===== src/rtl/core/srm_pkg.sv =====
// Shared types, constants and helper functions of the string rule matcher.
`timescale 1ns / 1ps
`default_nettype none

package srm_pkg;

  localparam int MAX_PATTERN_DEF = 32;
  localparam int COUNT_BITS_DEF  = 16;
  localparam int CFG_DATA_BITS   = 64;
  localparam int CFG_INDEX_BITS  = 3;
  localparam int PATTERN_WORDS   = 4;
  localparam int PATTERN_BITS    = PATTERN_WORDS * CFG_DATA_BITS;
  localparam int LENGTH_BITS     = 6;
  localparam int RULE_BITS       = 4;
  localparam int QUEUE_DEPTH     = 2;
  localparam int QUEUE_PTR_BITS  = (QUEUE_DEPTH > 1) ? $clog2(QUEUE_DEPTH) : 1;
  localparam int QUEUE_CNT_BITS  = $clog2(QUEUE_DEPTH + 1);

  typedef enum logic [RULE_BITS-1:0] {
    RULE_EQ,
    RULE_NE,
    RULE_BEGINS,
    RULE_NOTBEGIN,
    RULE_ENDS,
    RULE_NOTEND,
    RULE_CONTAINS,
    RULE_NOTCONTAIN,
    RULE_ANY,
    RULE_NOTANY,
    RULE_ALL,
    RULE_NOTALL
  } rule_t;

  typedef enum logic [CFG_INDEX_BITS-1:0] {
    REG_RULE,
    REG_CASE_SENSITIVE,
    REG_PATTERN_LENGTH,
    REG_PATTERN_WORD_0,
    REG_PATTERN_WORD_1,
    REG_PATTERN_WORD_2,
    REG_PATTERN_WORD_3
  } reg_index_t;

  typedef struct packed {
    rule_t                    rule;
    logic                     case_sensitive;
    logic [LENGTH_BITS-1:0]   pattern_length;
    logic [PATTERN_BITS-1:0]  pattern;
  } cfg_t;

  // One queued request: a character (possibly absent) and the end-of-object mark.
  typedef struct packed {
    logic       has_char;
    logic       last;
    logic [7:0] ch;
  } item_t;

  typedef struct packed {
    logic full;
    logic empty;
  } qstat_t;

  // Lowers ASCII A-Z unless the comparison is case sensitive.
  function automatic logic [7:0] fold(input logic [7:0] c, input logic case_sensitive);
    logic [7:0] r;
    r = c;
    if (!case_sensitive && c >= 8'h41 && c <= 8'h5A) begin
      r = c + 8'h20;
    end
    return r;
  endfunction

endpackage

`default_nettype wire


===== src/rtl/core/srm_front.sv =====
// Front end: accepts requests, folds the character and drops empty non-final requests.
`timescale 1ns / 1ps
`default_nettype none

module srm_front
  import srm_pkg::*;
(
  input  wire logic       in_valid,
  output logic            in_stall,
  input  wire logic [7:0] object_char,
  input  wire logic       char_valid,
  input  wire logic       is_last,
  input  wire logic       case_sensitive,
  input  wire qstat_t     q_stat,
  output logic            q_push,
  output item_t           q_item
);

  // Requests with no character and no end mark change nothing and are not queued.
  assign in_stall = q_stat.full;
  assign q_push   = in_valid && !q_stat.full && (char_valid || is_last);

  always_comb begin
    q_item.has_char = char_valid;
    q_item.last     = is_last;
    q_item.ch       = fold(object_char, case_sensitive);
  end

endmodule

`default_nettype wire


===== src/rtl/core/srm_queue.sv =====
// Short request queue between the front end and the match engine.
`timescale 1ns / 1ps
`default_nettype none

module srm_queue
  import srm_pkg::*;
(
  input  wire logic  clk,
  input  wire logic  rst,
  input  wire logic  push,
  input  wire item_t push_item,
  input  wire logic  pop,
  output item_t      head,
  output qstat_t     stat
);

  item_t                     entries [QUEUE_DEPTH];
  logic [QUEUE_PTR_BITS-1:0] wr_ptr;
  logic [QUEUE_PTR_BITS-1:0] rd_ptr;
  logic [QUEUE_CNT_BITS-1:0] fill;

  function automatic logic [QUEUE_PTR_BITS-1:0] ptr_inc(input logic [QUEUE_PTR_BITS-1:0] p);
    logic [QUEUE_PTR_BITS-1:0] r;
    r = (p == QUEUE_PTR_BITS'(QUEUE_DEPTH - 1)) ? '0 : p + 1'b1;
    return r;
  endfunction

  assign head       = entries[rd_ptr];
  assign stat.full  = (fill == QUEUE_CNT_BITS'(QUEUE_DEPTH));
  assign stat.empty = (fill == '0);

  always_ff @(posedge clk) begin
    if (rst) begin
      wr_ptr <= '0;
      rd_ptr <= '0;
      fill   <= '0;
    end else begin
      if (push) begin
        wr_ptr <= ptr_inc(wr_ptr);
      end
      if (pop) begin
        rd_ptr <= ptr_inc(rd_ptr);
      end
      if (push && !pop) begin
        fill <= fill + 1'b1;
      end else if (pop && !push) begin
        fill <= fill - 1'b1;
      end
    end
  end

  always_ff @(posedge clk) begin
    if (push) begin
      entries[wr_ptr] <= push_item;
    end
  end

endmodule

`default_nettype wire


===== src/rtl/core/srm_back.sv =====
// Match engine: per-character state update, rule evaluation and the result register.
`timescale 1ns / 1ps
`default_nettype none

module srm_back
  import srm_pkg::*;
#(
  parameter int MAX_PATTERN = MAX_PATTERN_DEF,
  parameter int COUNT_BITS  = COUNT_BITS_DEF
) (
  input  wire logic  clk,
  input  wire logic  rst,
  input  wire cfg_t  cfg,
  input  wire item_t head,
  input  wire logic  q_empty,
  output logic       pop,
  output logic       out_valid,
  input  wire logic  out_stall,
  output logic       matched
);

  localparam int LEN_BITS = $clog2(MAX_PATTERN + 1);

  logic [COUNT_BITS-1:0]  count;
  logic                   prefix_ok;
  logic                   substring_seen;
  logic [MAX_PATTERN-1:0] seen;
  logic [MAX_PATTERN-1:0] match;

  logic [COUNT_BITS-1:0]  cur_count;
  logic                   cur_prefix;
  logic                   cur_sub;
  logic [MAX_PATTERN-1:0] cur_seen;
  logic [MAX_PATTERN-1:0] cur_match;
  logic [MAX_PATTERN:0]   prev_match;
  logic [MAX_PATTERN-1:0] hit;
  logic [MAX_PATTERN-1:0] len_mask;
  logic [LEN_BITS-1:0]    len;
  logic [COUNT_BITS-1:0]  len_ext;
  logic                   pref_fail;
  logic                   win;
  logic                   eq_ok;
  logic                   begins_ok;
  logic                   ends_ok;
  logic                   contains_ok;
  logic                   any_ok;
  logic                   all_ok;
  logic                   result;

  assign len = (cfg.pattern_length > LENGTH_BITS'(MAX_PATTERN)) ?
               LEN_BITS'(MAX_PATTERN) : cfg.pattern_length[LEN_BITS-1:0];
  assign len_ext = COUNT_BITS'(len);

  // A final request needs room in the result register; others always go through.
  assign pop = !q_empty && (!head.last || !out_valid || !out_stall);

  always_comb begin
    for (int i = 0; i < MAX_PATTERN; i++) begin
      hit[i]      = (head.ch == fold(cfg.pattern[8*i +: 8], cfg.case_sensitive));
      len_mask[i] = (LEN_BITS'(i) < len);
    end

    pref_fail = 1'b0;
    for (int i = 0; i < MAX_PATTERN; i++) begin
      if (count == COUNT_BITS'(i) && len_mask[i] && !hit[i]) begin
        pref_fail = 1'b1;
      end
    end

    // match[i] means pattern characters 0..i end at the newest character.
    prev_match = {match, 1'b1};
    cur_count  = count;
    cur_prefix = prefix_ok;
    cur_match  = match;
    cur_seen   = seen;
    cur_sub    = substring_seen;
    if (head.has_char) begin
      if (pref_fail) begin
        cur_prefix = 1'b0;
      end
      if (count != '1) begin
        cur_count = count + 1'b1;
      end
      cur_match = prev_match[MAX_PATTERN-1:0] & hit;
      cur_seen  = seen | (hit & len_mask);
    end

    win = 1'b0;
    for (int i = 0; i < MAX_PATTERN; i++) begin
      if (len == LEN_BITS'(i + 1) && cur_match[i]) begin
        win = 1'b1;
      end
    end
    if (head.has_char && win) begin
      cur_sub = 1'b1;
    end

    eq_ok       = (cur_count == len_ext) && cur_prefix;
    begins_ok   = (cur_count >= len_ext) && cur_prefix;
    ends_ok     = (cur_count > len_ext) && ((len == '0) || win);
    contains_ok = (len == '0) || cur_sub;
    any_ok      = |(cur_seen & len_mask);
    all_ok      = &(cur_seen | ~len_mask);

    unique case (cfg.rule)
      RULE_EQ:         result = eq_ok;
      RULE_NE:         result = !eq_ok;
      RULE_BEGINS:     result = begins_ok;
      RULE_NOTBEGIN:   result = !begins_ok;
      RULE_ENDS:       result = ends_ok;
      RULE_NOTEND:     result = !ends_ok;
      RULE_CONTAINS:   result = contains_ok;
      RULE_NOTCONTAIN: result = !contains_ok;
      RULE_ANY:        result = any_ok;
      RULE_NOTANY:     result = !any_ok;
      RULE_ALL:        result = all_ok;
      RULE_NOTALL:     result = !all_ok;
      default:         result = 1'b0;
    endcase
  end

  always_ff @(posedge clk) begin
    if (rst) begin
      count          <= '0;
      prefix_ok      <= 1'b1;
      substring_seen <= 1'b0;
      seen           <= '0;
      match          <= '0;
    end else if (pop) begin
      if (head.last) begin
        count          <= '0;
        prefix_ok      <= 1'b1;
        substring_seen <= 1'b0;
        seen           <= '0;
        match          <= '0;
      end else begin
        count          <= cur_count;
        prefix_ok      <= cur_prefix;
        substring_seen <= cur_sub;
        seen           <= cur_seen;
        match          <= cur_match;
      end
    end
  end

  always_ff @(posedge clk) begin
    if (rst) begin
      out_valid <= 1'b0;
    end else if (pop && head.last) begin
      out_valid <= 1'b1;
    end else if (!out_stall) begin
      out_valid <= 1'b0;
    end
  end

  always_ff @(posedge clk) begin
    if (pop && head.last) begin
      matched <= result;
    end
  end

endmodule

`default_nettype wire


===== src/rtl/core/string_rule_matcher.sv =====
// Top level of the string rule matcher: configuration registers and block wiring.
//
// The object string streams in on the input channel one character per request
// (object_char with char_valid), and the request that carries is_last closes the
// object. Exactly one result request (matched) follows each closing request; all
// other requests produce nothing. A request with char_valid low and is_last low
// is taken and ignored. The rule, case mode, pattern length and pattern words are
// written through the cfg_write / cfg_index / cfg_data port. The user must write
// them only while the block is idle; the block itself does not enforce this.
//
// Throughput is one input request per cycle while in_stall is low; the match engine
// compares the new character against all pattern positions in parallel. An accepted
// closing request is written into the request queue and, once the result register
// has room, passes through the match engine into that register, driving out_valid.
//
// A synchronous reset clears the configuration to zero, empties the queue, drops
// any pending result and returns the object state to its start values.
// When the receiver stalls, the result register holds its value, the engine stops
// at the next closing request, the two-entry queue fills and in_stall rises.
`timescale 1ns / 1ps
`default_nettype none

module string_rule_matcher
  import srm_pkg::*;
#(
  parameter int MAX_PATTERN = MAX_PATTERN_DEF,
  parameter int COUNT_BITS  = COUNT_BITS_DEF
) (
  input  wire logic                      clk,
  input  wire logic                      rst,
  input  wire logic                      cfg_write,
  input  wire logic [CFG_INDEX_BITS-1:0] cfg_index,
  input  wire logic [CFG_DATA_BITS-1:0]  cfg_data,
  input  wire logic                      in_valid,
  output logic                           in_stall,
  input  wire logic [7:0]                object_char,
  input  wire logic                      char_valid,
  input  wire logic                      is_last,
  output logic                           out_valid,
  input  wire logic                      out_stall,
  output logic                           matched
);

  cfg_t   cfg;
  qstat_t q_stat;
  item_t  q_item;
  item_t  head;
  logic   q_push;
  logic   pop;

  // Configuration registers. Writes to unused indexes are ignored.
  always_ff @(posedge clk) begin
    if (rst) begin
      cfg <= '0;
    end else if (cfg_write) begin
      unique case (cfg_index)
        REG_RULE:           cfg.rule           <= rule_t'(cfg_data[RULE_BITS-1:0]);
        REG_CASE_SENSITIVE: cfg.case_sensitive <= cfg_data[0];
        REG_PATTERN_LENGTH: cfg.pattern_length <= cfg_data[LENGTH_BITS-1:0];
        REG_PATTERN_WORD_0: cfg.pattern[0*CFG_DATA_BITS +: CFG_DATA_BITS] <= cfg_data;
        REG_PATTERN_WORD_1: cfg.pattern[1*CFG_DATA_BITS +: CFG_DATA_BITS] <= cfg_data;
        REG_PATTERN_WORD_2: cfg.pattern[2*CFG_DATA_BITS +: CFG_DATA_BITS] <= cfg_data;
        REG_PATTERN_WORD_3: cfg.pattern[3*CFG_DATA_BITS +: CFG_DATA_BITS] <= cfg_data;
        default: ;
      endcase
    end
  end

  srm_front u_front (
    .in_valid       (in_valid),
    .in_stall       (in_stall),
    .object_char    (object_char),
    .char_valid     (char_valid),
    .is_last        (is_last),
    .case_sensitive (cfg.case_sensitive),
    .q_stat         (q_stat),
    .q_push         (q_push),
    .q_item         (q_item)
  );

  srm_queue u_queue (
    .clk       (clk),
    .rst       (rst),
    .push      (q_push),
    .push_item (q_item),
    .pop       (pop),
    .head      (head),
    .stat      (q_stat)
  );

  srm_back #(
    .MAX_PATTERN (MAX_PATTERN),
    .COUNT_BITS  (COUNT_BITS)
  ) u_back (
    .clk       (clk),
    .rst       (rst),
    .cfg       (cfg),
    .head      (head),
    .q_empty   (q_stat.empty),
    .pop       (pop),
    .out_valid (out_valid),
    .out_stall (out_stall),
    .matched   (matched)
  );

  // A new result appears only after the engine took a closing request.
  a_result_from_last: assert property (@(posedge clk) disable iff (rst)
    $rose(out_valid) |-> $past(pop && head.last))
    else $error("result appeared without a closing request");

  // A queued request is visible to the engine on the next cycle.
  a_push_lands: assert property (@(posedge clk) disable iff (rst)
    q_push |=> !q_stat.empty)
    else $error("queued request lost");

  // The engine never takes a closing request while a stalled result is pending.
  a_no_overwrite: assert property (@(posedge clk) disable iff (rst)
    (out_valid && out_stall) |-> !(pop && head.last))
    else $error("pending result overwritten");

endmodule

`default_nettype wire


===== config.mk =====
export PLATFORM = sky130hd
export DESIGN_NAME = string_rule_matcher
export DESIGN_NICKNAME = d
export VERILOG_FILES = /design/src/rtl/core/srm_pkg.sv /design/src/rtl/core/srm_front.sv /design/src/rtl/core/srm_queue.sv /design/src/rtl/core/srm_back.sv /design/src/rtl/core/string_rule_matcher.sv
export SDC_FILE = /design/constraint.sdc
export NUM_CORES = 1
export LEC_CHECK = 0
export ABC_CLOCK_PERIOD_IN_PS = 4700
export BUFFER_PORTS_ARGS = -buffer_cell sky130_fd_sc_hd__buf_4
export CAP_MARGIN = 5
export CORE_MARGIN = 2
export CORE_UTILIZATION = 40
export DETAILED_ROUTE_END_ITERATION = 7
export PLACE_DENSITY = 0.61
export SYNTH_ARGS = -nofsm -noshare
export SYNTH_HDL_FRONTEND = slang
export SYNTH_SLANG_ARGS = --single-unit

===== constraint.sdc =====
create_clock -name clk -period 4.7 [get_ports clk]
set_input_delay 0.705 -clock clk [delete_from_list [all_inputs] [get_ports clk]]
set_output_delay 0.705 -clock clk [all_outputs]
set_load 0.05 [all_outputs]

# [Yosys cells after proc, flatten, opt, wreduce, memory -nomap -nowiden]
# Memories as Yosys holds them, arrays and structs flattened. A register that Yosys moved wholly into a read port is not among the register bits.
# Cells that the tools add are included.
[word_totals] ramBits=20 mem_count=1 wordCells=638 regBits=355
[classes] n_lt_le_gt_ge=101 mux=121 reduce_logical=238 bitwise_logic=6 addsub=38 eq_ne=116
[memory_table] name="u_queue.entries" words=2 word_bits=10 read_ports=1 rd_clocked_by_memory_dff=1 wr=1 line_no="srm_queue.sv:17" rtl="item_t entries [QUEUE_DEPTH];"
[op_table] operator="$add A8 B6 Y8 const B" n=33
[op_table] operator="$ge A8 B7 Y1 const B" n=33
[op_table] operator="$le A8 B7 Y1 const B" n=33
[op_table] operator="$mux W8" n=33
[op_table] operator="$eq A16 B5 Y1 const B" n=16
[op_table] operator="$eq A8 B8 Y1" n=32
[op_table] operator="$logic_and A1 B1 Y1" n=172
[op_table] operator="$eq A16 B4 Y1 const B" n=8
[op_table] operator="$mux W32" n=4
[op_table] operator="$and A32 B32 Y32" n=3
[op_table] operator="$eq A6 B5 Y1 const B" n=16
[op_table] operator="$lt A5 B6 Y1 const A" n=16
[op_table] operator="$mux W1" n=77
[op_table] operator="$eq A16 B3 Y1 const B" n=4
[op_table] operator="$or A32 B32 Y32" n=2
[op_table] operator="$eq A6 B4 Y1 const B" n=8
[op_table] operator="$lt A4 B6 Y1 const A" n=8
[op_table] operator="$mux W16" n=3
[op_table] operator="$logic_not A1 Y1" n=46
[op_table] operator="$eq A16 B2 Y1 const B" n=2
[op_table] operator="$not A32 Y32" n=1
[op_table] operator="$reduce_and A32 Y1" n=1
[op_table] operator="$reduce_or A32 Y1" n=1
[op_table] operator="$eq A6 B3 Y1 const B" n=4
[op_table] operator="36 further kinds" n=64

# [Logic depth before layout (Yosys ltp)]
# Gate-level depths: netlist (run 1).
[logic_depth] ltp_word=45 mapped_depth=21 ltp_nobuf=19

# [By module]
# From an unflattened synthesis (run 1), not the netlist that was laid out.
[hier_totals] cells_unflattened=2776 hier_area_um2=24145.7
[modules_own_cells] mod="srm_back" seq_area_each_um2=1691.6 n_inst=1 area_per_inst_um2=12530.8 cells_per_inst=1756
[modules_own_cells] mod="string_rule_matcher" seq_area_each_um2=5345.1 n_inst=1 area_per_inst_um2=10525.1 cells_per_inst=943
[modules_own_cells] mod="srm_queue" seq_area_each_um2=700.7 n_inst=1 area_per_inst_um2=925.9 cells_per_inst=53
[modules_own_cells] mod="srm_front" seq_area_each_um2=0.0 n_inst=1 area_per_inst_um2=163.9 cells_per_inst=24

# [Worst setup path before layout (run 1)]
# Ideal clock, no wire load.
[synth_path] path_kind="reg2reg" startpoint="register with a tool-made name" endpoint="register u_back.matched, data pin" arrival_time_ps=4033 setup_slack_ps=405 stages_incl_launch_ff=22 required_ps=4438 path_cell_list="dfxtp_1 buf_6 mux2i_2 clkbuf_1 clkbuf_1 clkbuf_1 a21oi_1 nand2_1 o21ai_0 ha_1 nor2b_1 o21a_1 o21a_1 o21ai_0 nand2b_1 a21oi_1 nand2_1 a22o_1 and3_1 a22oi_1 xor2_1 o22ai_1"
[synth_lines] element="end signal, assigned" line_no="srm_back.sv:158" rtl="matched <= result;"
[synth_lines] element="end, declared" line_no="srm_back.sv:19" rtl="output logic matched"

==> results of run 1 <==
==> cells in the mapped netlist (7+ instances only) <==
master    count
a211oi_1     11
a21o_1       21
a21oi_1     359
a22oi_1      12
a311oi_1     10
a31oi_1      68
a32oi_1      26
a41oi_1      15
and2_1       11
and3_1       16
buf_1         7
buf_4        11
buf_6        16
clkbuf_1    131
dfxtp_1     355
edfxtp_1     21
ha_1         44
inv_1        64
mux2i_1      23
mux2i_4       8
nand2_1     622
nand2b_1      8
nand3_1     100
nand4_1      26
nor2_1      202
nor2b_1      13
nor3_1      111
nor4_1       34
nor4_2        9
o211ai_1     11
o21ai_0      61
o22ai_1      13
o31ai_1      16
o32ai_1       9
o41ai_1      10
or2_2        13
or3_1        11
or4_1        23
xnor2_1     184
xnor3_1       7
xor2_1       85
==> cell type report <==
| type | instances | area [µm²] |
|---|---|---|
| Timing Repair Buffer | 186 | 1530 |
| Inverter | 64 | 240 |
| Multi-Input combinational cell | 2296 | 13600 |
| Fill cell | 5518 | 29500 |
| Tap cell | 748 | 936 |
| Sequential cell | 376 | 7740 |
| Clock inverter | 17 | 255 |
| Clock buffer | 65 | 1330 |
==> power breakdown <==
| part | leakage (nW) | switching (mW) | total [mW] | internal (mW) |
|---|---|---|---|---|
| Sequential | 3.07 | 0.0992 | 3.42 | 3.32 |
| Clock | 0.776 | 1.48 | 3.73 | 2.25 |
| Combinational | 4.97 | 1.70 | 2.66 | 0.965 |
| Total | 8.81 | 3.27 | 9.80 | 6.53 |
==> per-layer routing <==
| metal | wire (µm) | vias to the layer above | track usage (%) |
|---|---|---|---|
| met2 | 38600 | 806 | 47.3 |
| met4 | 3210 | 0 | 10.9 |
| met1 | 35000 | 10600 | 36.1 |
| li1 | - | 10400 | - |
| met3 | 5550 | 202 | 4.79 |
| met5 | 0 | - | 0 |
==> worst max-delay path: cells and delay by family (launching register included) <==
family / cells / cell delay [ns]
and+or+nand+nor: 3 / 0.78
AOI/OAI and AO/OA: 6 / 1.62
DFF: 1 / 0.35
muxes: 1 / 0.47
xor gates and xnor gates: 2 / 0.41
buffers and inverters: 2 / 0.51
==> state kept, by name (all words and copies together) (netlist names), named ones only <==
name,flops
u_back.match,32
u_queue.entries,20
u_back.substring_seen,1
u_back.matched,1
u_queue.rd_ptr,1
cfg,267
u_back.prefix_ok,1
u_queue.wr_ptr,1
u_back.seen,32
u_back.out_valid,1
u_queue.fill,2
u_back.count,16
==> kinds of logic (layout without fill, tap and decap cells) <==
family                   after synthesis  after routing  synth area share, %
AND/OR/NAND/NOR                     1224           1224                 24.7
AO/OA/AOI/OAI                        711            711                 19.7
flip-flops                           376            376                 34.7
XOR/XNOR                             278            278                 11.4
buffers and inverters                235            332                 4.71
adder cells (fa/ha/maj)               44             44                 2.47
multiplexers                          39             39                 2.32
==> worst min path at each step <==
| stage | cells past startpoint | end | slack [ns] |
|---|---|---|---|
| final | 1 | u_queue.entries[0][4] | 0.30 |
| after global routing | 1 | u_queue.entries[1][4] | 0.28 |
| after CTS | 1 | u_queue.entries[1][4] | 0.28 |
| after detailed placement | 1 | u_back.prefix_ok | 0.44 |
| after global placement | 1 | u_back.prefix_ok | 0.44 |
| after floorplan | 1 | u_back.prefix_ok | 0.42 |
==> stage by stage <==
| stage | instance area [µm²] | total power, mW | setup WS (ns) |
|---|---|---|---|
| after floorplan | 22300 | 5.32 | 0.405 |
| after global placement | 24000 | 6.07 | 0.321 |
| after detailed placement | 24000 | 6.13 | 0.361 |
| after CTS | 25600 | 9.85 | 0.328 |
| after global routing | 25600 | 10.2 | 0.0696 |
| final | 25600 | 9.80 | 0.243 |
==> cell usage in the layout (no fill, tap or decap), types with 23 or more instances in the layout <==
cell type,n
nor4_1,34
xnor2_1,184
nor3_1,110
buf_4,175
dfxtp_1,353
ha_1,44
a31oi_1,68
nand4_1,26
clkbuf_16,46
nand2_1,622
nand3_1,99
xor2_1,85
a32oi_1,26
nor2_1,199
mux2i_1,23
inv_1,64
a21oi_1,358
o21ai_0,59
or4_1,23
==> timing repair <==
item,CTS,global route
endpoints found under the setup margin,0,1
endpoints found under the hold margin,0,0
resized for setup,0,2
==> impl_metrics.yaml, run 1 <==
worst_setup_path:
  worstRegToRegCells: 14
  crit_type: "reg2reg"
  cpMaxStageDelayCell: "o2111ai_1"
  arrival_ns: 4.78
  crit_top_cell: "buf_12"
  path_cells: "buf_12 -> mux2i_4 -> buf_12 -> xnor3_1 -> nor4_1 -> o2111ai_1 -> nor3_1 -> o31ai_1 -> a2111oi_0 -> nand4_1 -> o32ai_1 -> a22oi_1 -> xor2_1 -> o22ai_1"
  cp-start-kind: "flop"
  crit_fanout: 28
  crit_end: "u_back.matched"
  timing.rr.end: "u_back.matched"
  cp.required_ns: 5.02
  r2r_setup_slack_ns: 0.24
  critPathCaptureType: "flop"
  max_stage_delay_ns: 0.49
power:
  p_leak_nw: 8.81
  vdd.ir_drop.worst_v: 0.000306
  powerDensity_nw_per_um2: 383
min_path:
  min_path_type: "in2reg"
  hold_start: "object_char[4]"
timing:
  rsz0062_at_grt: "no"
  fin_crit_sh_pct: 94.8
  relSlewSlack_pct: 16.8
  setup_viol: 0
  tightestPinTransition_ns: 1.25
  slew_viol_final: 0
  whs_ns: 0.297
  min_period_ns: 4.46
  fmax_ghz: 0.224
  finalHoldViolCount: 0
  worst_clock_skew_ns: 0.0342
  fin_setup_tns_ns: 0
placement:
  port_buffers: 84
  dp.cells: 3670
  place.gp.congestion: 1.02
  dp_hpwl_um: 57600
logic_synthesis:
  synthArstFlopShare_pct: 0
  synth.avg_cell_area_um2: 7.67
  yosysSeqAreaShare_pct: 34.7
  synth_top_area_share_pct: 31.9
  syn_nets: 3033
  yosysUniqueCellTypes: 85
  synth_edf_count: 21
  ys.flop_type: "dfxtp_1"
  synth.area.top_cells: "dfxtp_1, nand2_1, a21oi_1"
  yosysWarnings: 0
  synth_area_um2: 22300
  syn_inst: 2907
  yosysTopAreaCell: "dfxtp_1"
  synth-seq-cells: 376
die:
  fp.dieW_um: 240
  dieArea_um2: 57700
  dieHeight_um: 240
  core_um2: 55100
  rows: 86
  io_pins: 85
  start_util_pct: 40.5
global_route:
  grt_use_total_pct: 28.2
  grt_pass1_vias: 21000
  grt_max_degree: 193
  antenna_found_initial: 0
  grt-ovfl-total: 0
  grt_pass1_wl_um: 125000
detailed_routing:
  drc: 0
  drtAntennaViolNets: 0
  routedWlPerCell_um: 22.0
  via_count: 21900
  wl_um: 82400
  drt_iter0_markers: 1960
  routed_via_density: 5.85
  dr.pass1.iters: 6
finish:
  final_util_pct: 46.5
  drive_above_1_share_pct: 11.0
  area_growth_syn_to_layout_pct: 14.8
  nNetsFinal: 3095
  final_cells: 3752
  n_antenna_cell: 0
clock_tree:
  clock-sinks: 376
  clkTransAtPathRegs_ns: 0.06
  cts_buffers: 45
  post-cts-setup-buffers: 0
  ctsHoldBuffers: 0
  cts_tree: "done"
  clockBufferDepth: 3
  cts_root_buffer: "clkbuf_16"
  clock_latency_ns: 0.61
  h-tree-depth: 2
status:
  status: "completed"
flow_run:
  cap_viol_max_count: 0
Power figures use the tool's default switching activity.
==> run 2: changes to the inputs <==
Settings changed: ABC_CLOCK_PERIOD_IN_PS 4700 to 5200, RECOVER_POWER set to 100.
Clock period 4.7 ns to 5.2 ns, I/O delays scaled along.
==> run 2 against run 1 <==
Compared with the run above:
- routed wire length grew 0.46%
- sequential power shrank 9.4%
- via count grew 0.36%
- power shrank 12%
- the run now ends with capacitance limit, slew limit left
- design area shrank 1.2%
- non-clock buffer count shrank 10
- global-route usage is essentially flat
- first-iteration DRC count grew 10%
- cell count shrank 0.29%
- utilization shrank 0.55 points
- combinational power shrank 11%
- critical path type unchanged
- fmax shrank 4.0%
==> impl_metrics.yaml, run 2 (synthesis gave the netlist of run 1 again) <==
global_route:
  grt-ovfl-total: 0
  grt_use_total_pct: 28.2
  antenna_found_initial: 1
  grt_pass1_wl_um: 125000
  grt_max_degree: 190
  grt_pass1_vias: 20900
timing:
  min_period_ns: 4.64
  fin_setup_tns_ns: 0
  tightestPinTransition_ns: 3.57
  fin_crit_sh_pct: 89.3
  setup_viol: 0
  slew_viol_final: 276
  whs_ns: 0.443
  finalHoldViolCount: 0
  worst_clock_skew_ns: 0.0231
  relSlewSlack_pct: -139
  fmax_ghz: 0.215
  rsz0062_at_grt: "no"
detailed_routing:
  via_count: 22000
  drt_iter0_markers: 2161
  drc: 0
  routed_via_density: 5.89
  dr.pass1.iters: 6
  drtAntennaViolNets: 0
  wl_um: 82800
  routedWlPerCell_um: 22.1
worst_setup_path:
  cp-start-kind: "flop"
  critPathCaptureType: "flop"
  arrival_ns: 4.96
  timing.rr.end: "u_back.matched"
  crit_end: "u_back.matched"
  r2r_setup_slack_ns: 0.56
  crit_type: "reg2reg"
  cp.required_ns: 5.52
  crit_fanout: 28
  worstRegToRegCells: 16
clock_tree:
  cts_root_buffer: "clkbuf_16"
  cts_buffers: 45
  clock_latency_ns: 0.60
  post-cts-setup-buffers: 0
  clockBufferDepth: 3
  clkTransAtPathRegs_ns: 0.05
  post_cts_resized: 0
  cts_tree: "done"
  clock-sinks: 376
  ctsHoldBuffers: 0
  h-tree-depth: 2
die:
  io_pins: 85
  core_um2: 55100
  dieHeight_um: 240
  start_util_pct: 40.5
  dieArea_um2: 57700
  rows: 86
  fp.dieW_um: 240
power:
  p_leak_nw: 8.62
  seqPwrFrac_pct: 36.1
  clkPwrFrac_pct: 36.4
  p_switching_mw: 2.91
  p_comb_share_pct: 27.6
  vdd.ir_drop.worst_v: 0.000290
  switching_share_pct: 33.8
  power.internal_mw: 5.68
  powerDensity_nw_per_um2: 339
finish:
  largest_reg_flops: 267
  final_common_cell: "nand2_1"
  area_growth_syn_to_layout_pct: 13.4
  n_antenna_cell: 0
  layout_common_cells: "nand2_1, a21oi_1, dfxtp_1, nor2_1, xnor2_1"
  drive_above_1_share_pct: 9.52
  largestRegisters: "cfg: 267 flops, u_back.match: 32 flops, u_back.seen: 32 flops"
  top_register: "cfg"
  nNetsFinal: 3085
  final_util_pct: 45.9
placement:
  place.gp.congestion: 0.978
  port_buffers: 84
  dp_hpwl_um: 58600
status:
  violations: "capacitance limit, slew limit"
  status: "finished with violations"
min_path:
  min_path_type: "in2reg"
flow_run:
  cap_viol_max_count: 8
-- run 2: changes by cell type in the layout (fill, tap and decap cells not counted), moves of 2 or more --
cell / previous run / this run
buf_4: 175 / 146
clkbuf_1: 8 / 33
clkbuf_8: 11 / 4
and2_0: 0 / 2
and2_1: 11 / 9
bufinv_16: 5 / 3
clkinv_2: 7 / 9
dfxtp_1: 353 / 355
dfxtp_2: 2 / 0
inv_16: 0 / 2
or2_2: 13 / 11
-- run 2: how the worst min path moves through the flow --
| stage | from | depth (start not counted) | end | slack (ns) |
|---|---|---|---|---|
| final | out_stall | 3 | u_back.out_valid | 0.44 |
| after global routing | out_stall | 3 | u_back.out_valid | 0.44 |
| after CTS | object_char[4] | 1 | u_queue.entries[1][4] | 0.36 |
| after detailed placement | u_back.prefix_ok | 1 | u_back.prefix_ok | 0.43 |
| after global placement | u_back.prefix_ok | 1 | u_back.prefix_ok | 0.43 |
| after floorplan | u_back.prefix_ok | 1 | u_back.prefix_ok | 0.42 |
-- run 2: power by group through the flow --
stage	logic [mW]	clock network, mW	registers (mW)
floorplan	1.66	0	3.14
global placement	2.33	0	3.16
detailed placement	2.36	0	3.16
CTS	2.37	3.18	3.10
global route	2.53	3.30	3.11
finish	2.37	3.12	3.10
-- run 2: final cells by class --
type	instances	area (µm²)
well taps	748	936
clock buffers	65	1240
clock inverters	16	191
multi-input cells	2296	13600
repair buffers	176	1400
fillers	5610	29800
flip-flops and latches	376	7740
inverters	64	240
-- run 2: layer usage --
layer / global-route usage [%] / vias to the layer above / share of wire, %
li1: - / 10400 / -
met1: 37.0 / 10600 / 43
met2: 46.9 / 830 / 46
met3: 4.19 / 195 / 6.8
met4: 10.7 / 0 / 4.0
met5: 0 / - / 0
-- run 2: worst max-delay path, cell delays in order (launching register included) --
cell,delay (ns)
dfxtp_1,0.53
buf_12,0.24
mux2i_4,0.27
buf_12,0.28
buf_4,0.29
xnor3_1,0.25
nor4_1,0.18
o2111ai_1,0.17
buf_4,0.19
nor4_1,0.97
a31oi_1,0.11
nand4_1,0.22
nor3_1,0.08
o2111ai_1,0.15
o31ai_1,0.13
xor2_1,0.15
o22ai_1,0.11
-- run 2: metrics by stage --
stage / setup slack (ns) / total power, mW / area [µm²] / std cells
floorplan: 0.905 / 4.80 / 22300 / 2907
global route: 0.263 / 8.94 / 25300 / 3741
global placement: 0.817 / 5.48 / 23900 / 3659
finish: 0.555 / 8.58 / 25300 / 3741
CTS: 0.662 / 8.65 / 25400 / 3740
detailed placement: 0.695 / 5.53 / 23900 / 3659
